`src/rtl/rau_pkg.sv`:
```
// rational arithmetic unit: shared types and constants
// no dependencies
package rau_pkg;

  localparam logic [1:0] OP_ADD = 2'd0;
  localparam logic [1:0] OP_SUB = 2'd1;
  localparam logic [1:0] OP_MUL = 2'd2;
  localparam logic [1:0] OP_DIV = 2'd3;

  localparam logic [1:0] ST_OK   = 2'd0;
  localparam logic [1:0] ST_DIV0 = 2'd1;
  localparam logic [1:0] ST_OVF  = 2'd2;

  // datapath commands from the controller
  typedef struct packed {
    logic load;      // capture operands
    logic prod;      // start one product step (index in prod_sel)
    logic [1:0] prod_sel;
    logic combine;   // form numerator and denominator
    logic gcd_step;  // one binary gcd step
    logic div_start; // start reducing divisions
    logic div_step;  // one restoring division bit for both values
    logic finish;    // range check and write result register
  } rau_cmd_t;

  // datapath status to the controller
  typedef struct packed {
    logic bad_den;
    logic div_zero;
    logic num_zero;
    logic gcd_done;
    logic div_done;
  } rau_stat_t;

endpackage

```
`src/rtl/rau_ctrl.sv`:
```
// rational arithmetic unit controller: sequences one request at a time
// depends on rau_pkg
module rau_ctrl (
  input  logic               clk_i,
  input  logic               rst_ni,
  input  logic               in_valid_i,
  output logic               in_ready_o,
  output logic               out_valid_o,
  input  logic               out_ready_i,
  input  rau_pkg::rau_stat_t stat_i,
  output rau_pkg::rau_cmd_t  cmd_o
);
  import rau_pkg::*;

  localparam logic [2:0] S_IDLE = 3'd0;
  localparam logic [2:0] S_PROD = 3'd1;
  localparam logic [2:0] S_COMB = 3'd2;
  localparam logic [2:0] S_GCD  = 3'd3;
  localparam logic [2:0] S_DIV  = 3'd4;
  localparam logic [2:0] S_FIN  = 3'd5;

  logic [2:0] state_q, state_d;
  logic [1:0] pi_q, pi_d;
  logic       ov_q, ov_d;

  // one request in flight; a waiting result only holds back the finish step
  assign in_ready_o  = (state_q == S_IDLE);
  assign out_valid_o = ov_q;

  always_comb begin
    state_d = state_q;
    pi_d    = pi_q;
    ov_d    = ov_q && !out_ready_i;
    cmd_o   = '0;
    cmd_o.prod_sel = pi_q;
    case (state_q)
      S_IDLE: if (in_valid_i && in_ready_o) begin
        cmd_o.load = 1'b1; state_d = S_PROD; pi_d = '0;
      end
      S_PROD: begin
        if (stat_i.bad_den || stat_i.div_zero) begin
          state_d = S_FIN;
        end else begin
          cmd_o.prod = 1'b1; pi_d = pi_q + 1'b1;
          if (pi_q == 2'd3) state_d = S_COMB;
        end
      end
      S_COMB: begin cmd_o.combine = 1'b1; state_d = S_GCD; end
      S_GCD: begin
        if (stat_i.num_zero) state_d = S_FIN;
        else if (stat_i.gcd_done) begin cmd_o.div_start = 1'b1; state_d = S_DIV; end
        else cmd_o.gcd_step = 1'b1;
      end
      S_DIV: begin
        if (stat_i.div_done) state_d = S_FIN;
        else cmd_o.div_step = 1'b1;
      end
      S_FIN: if (!ov_q || out_ready_i) begin
        cmd_o.finish = 1'b1; ov_d = 1'b1; state_d = S_IDLE;
      end
      default: state_d = S_IDLE;
    endcase
  end

  always_ff @(posedge clk_i or negedge rst_ni) begin
    if (!rst_ni) begin
      state_q <= S_IDLE; pi_q <= '0; ov_q <= 1'b0;
    end else begin
      state_q <= state_d; pi_q <= pi_d; ov_q <= ov_d;
    end
  end

endmodule

```
`config.mk`:
```
export PLATFORM = sky130hd
export DESIGN_NAME = rau_ctrl
export DESIGN_NICKNAME = d
export VERILOG_FILES = /design/src/rtl/rau_pkg.sv /design/src/rtl/rau_ctrl.sv
export SDC_FILE = /design/constraint.sdc
export NUM_CORES = 1
export LEC_CHECK = 0
export BUFFER_PORTS_ARGS = -buffer_cell sky130_fd_sc_hd__buf_2
export CAP_MARGIN = 20
export CORE_AREA = 2 2 39 41
export CTS_CLUSTER_SIZE = 20
export DETAILED_ROUTE_END_ITERATION = 8
export DIE_AREA = 0 0 41 43
export PLACE_DENSITY = 0.58
export SKIP_CTS_REPAIR_TIMING = 1
export SLEW_MARGIN = 10
export SYNTH_ARGS = -nofsm -noshare
export SYNTH_HDL_FRONTEND = slang
export SYNTH_SLANG_ARGS = --single-unit
```
`constraint.sdc`:
```
create_clock -name clk_i -period 2.5 [get_ports clk_i]
set_input_delay 0.125 -clock clk_i [delete_from_list [all_inputs] [get_ports clk_i]]
set_output_delay 0.125 -clock clk_i [all_outputs]
set_load 0.01 [all_outputs]
```
==> metrics.txt <==
status finished, final reports clean; starting density of the core 33.4%; root buffer cell clkbuf_4; Critical-path top delay cell dfrtp_1; Seq cells post-synth 6; Setup crit end kind output port; Reg power frac a little over a third; PortBufs 19; switching pwr roughly 0.26 mW; fin crit share 66.5%; Crit Path Class reg2out; initial antenna violation count 0; Worst-path clk slew roughly 40 ps; area share of the largest cell type after synthesis between 30% and 40%; Die Y between 40 and 50 µm; post-synthesis sequential area ratio approximately 33%; critical path arrival around 1500 ps; Clock Path Buffers 2; power per cell area approximately 1100 mW/mm²; CP Launch Type register; first-pass GRT wire length ~1600 µm; CTS tree yes; VDD IR-drop max around 460 µV; final hold vios 0; Final ANT Viol Nets 0; Setup-failing EPs final 0; dominant cell type by area after synthesis dfrtp_1; MaxCap Viol Count 0; Syn Inst Count 52; total core area ~0.0014 mm²; GRT Util Overall between 10 and 15%; metal2 WL about 500 µm; vias per cell about 5.3; diode count 0; CTS buffer count 3; Net Sw Frac between 40% and 50%; synth warn 0; Final TNS setup 0 ps; I/O Pins 20; Hold WC Path Type in2reg; Syn-to-layout area delta 27.6%; Chip Width between 40 and 50 µm; RePlAce Congestion 0.727; utilization after layout around 43%; Routed WL per cell roughly 12 µm; nets@finish 84; drt total wl 1050 µm; DP Worst Slack about 900 ps; critical path peak fanout 13; clock share of power about 13%; P_int 0.367 mW; clock skew slightly below 2 ps; ratio of cells with drive above 1 in the final layout 38.9%; die area between 0.0015 and 0.002 mm²; synth unique cells 30; initial DRC count 4; Min Hold Slack 209 ps; CTS Sinks 6; largest net degree at the start of global routing 16; vias in the first global route a little over 400; Site Rows 14; syn_nets 62; HPWL Detailed 838 µm; Max Used Layer met4; H-tree levels 1; Period minus WS final 1660 ps; Comb power frac ~52%; RSZ-0062 raised after global routing false; critical path cell sequence or3_4 > nor2_1 > buf_2; top area cells in the synthesized netlist dfrtp_1, nor3_1, or3_4; Synth Area per Inst approximately 9 µm²; global route overflow 0; leak pwr 0.291 nW; DRC 0; Vias 469; worst path required time about 2400 ps; metal3 WL roughly 62 µm; slew margin rel. between 70% and 80%; worst setup margin 837 ps; Crit path largest cell delay between 500 and 600 ps; filler instances about 140; worst skew pair latency about 230 ps; post-synthesis cell area 462 µm²; Least-Margin Pin Slew 405 ps; fmax between 600 and 700 MHz; DRT Pass-1 Iters 4; WL met1 approximately 470 µm; Final Max Tran Viols 0
## critical path: cells and delay by family (launching register included)
kind / cells / cell delay, ps
buffers and inverters: 1 / 160
flip-flops: 1 / 510
AND/OR/NAND/NOR: 2 / 640
## power groups by stage
stage | Clock, mW | Combinational (mW) | Sequential (mW)
after global routing | 0.0979 | 0.358 | 0.230
final | 0.0843 | 0.326 | 0.218
after detailed placement | 0 | 0.330 | 0.220
after CTS | 0.0898 | 0.331 | 0.218
after floorplan | 0 | 0.279 | 0.188
after global placement | 0 | 0.325 | 0.222
## final timing paths
check                            start  slack, ps     endpoint  depth (start not counted)
hold reg to reg                pi_q[1]        520      pi_q[1]                          1
setup reg to reg            state_q[1]        890   state_q[2]                          4
min in group asynchronous       rst_ni        240  out_valid_o                          2
max in group asynchronous       rst_ni       2120   state_q[1]                          2
hold / removal             out_ready_i        210  out_valid_o                          3
setup / recovery            state_q[1]        840     cmd_o[7]                          3
## state kept, by name, summed over array words and instances, names as in the netlist
signal and count:
state_q 3, pi_q 2, out_valid_o 1
## routing by layer
metal / vias to the layer above / GRT usage [%]
met5: - / 0
met4: 0 / 6.00
met3: 2 / 4.71
met2: 12 / 19.4
met1: 218 / 17.7
li1: 237 / -
## metrics by stage
| stage | cell area, µm² | total power [mW] | cells |
|---|---|---|---|
| 3_5_place_dp | 557 | 0.550 | 84 |
| 4_1_cts | 579 | 0.638 | 87 |
| 2_1_floorplan | 462 | 0.467 | 52 |
| 6_report | 589 | 0.629 | 88 |
| 3_3_place_gp | 557 | 0.548 | 84 |
| 5_1_grt | 589 | 0.686 | 88 |
## cell usage in the layout, fill, tap and decap left out
| cell | Yosys | routed |
|---|---|---|
| o22ai_1 | 1 | 1 |
| inv_1 | 2 | 2 |
| a31oi_1 | 1 | 1 |
| a32o_2 | 1 | 1 |
| nor4b_1 | 1 | 1 |
| nor3_1 | 5 | 5 |
| or3_1 | 1 | 1 |
| buf_2 | 1 | 19 |
| o21bai_1 | 2 | 2 |
| nor3b_1 | 1 | 1 |
| clkbuf_4 | 0 | 3 |
| dlygate4sd3_1 | 0 | 1 |
| a21oi_1 | 3 | 3 |
| and2_1 | 1 | 1 |
| a2bb2oi_2 | 1 | 1 |
| nor4bb_1 | 1 | 1 |
| o21ai_0 | 2 | 2 |
| o211ai_1 | 1 | 1 |
| or3_4 | 2 | 2 |
| a22o_1 | 2 | 2 |
| nand2b_1 | 2 | 2 |
| nand3b_2 | 1 | 1 |
| nor2_1 | 3 | 3 |
| dfrtp_1 | 6 | 6 |
| nand2_1 | 3 | 3 |
| o31ai_1 | 1 | 1 |
| nand4b_1 | 1 | 1 |
| ha_1 | 1 | 1 |
| nor2b_1 | 2 | 2 |
| or2_2 | 1 | 1 |
## cell type report
class                           count  area, µm²  area share, %
Inverter                            2       7.51           1.27
Clock buffer                        3       22.5           3.82
Timing Repair Buffer               20        105           17.8
Tap cell                           16       20.0           3.40
Sequential cell                     6        150           25.5
Multi-Input combinational cell     41        284           48.2
## synthesized netlist by cell type
library cell	instances
nor3_1	5
a22o_1	2
o211ai_1	1
o21bai_1	2
and2_1	1
nor4b_1	1
clkbuf_1	1
nand3b_2	1
inv_1	2
a32o_2	1
o22ai_1	1
nand2b_1	2
o21ai_0	2
nor2_1	3
nand2_1	3
buf_2	1
a21oi_1	3
buf_6	1
dfrtp_1	6
a31oi_1	1
or3_4	2
ha_1	1
or2_2	1
or3_1	1
a2bb2oi_2	1
nand4b_1	1
nor4bb_1	1
nor3b_1	1
nor2b_1	2
o31ai_1	1
## kinds of logic after synthesis
group | after synthesis | synth area share, %
adders and majority gates | 1 | 2.71
and+or+nand+nor | 25 | 34.7
DFF | 6 | 32.5
AOI/OAI and AO/OA | 15 | 24.1
buffers and inverters | 5 | 5.96
(Power assumes the default switching activity.)
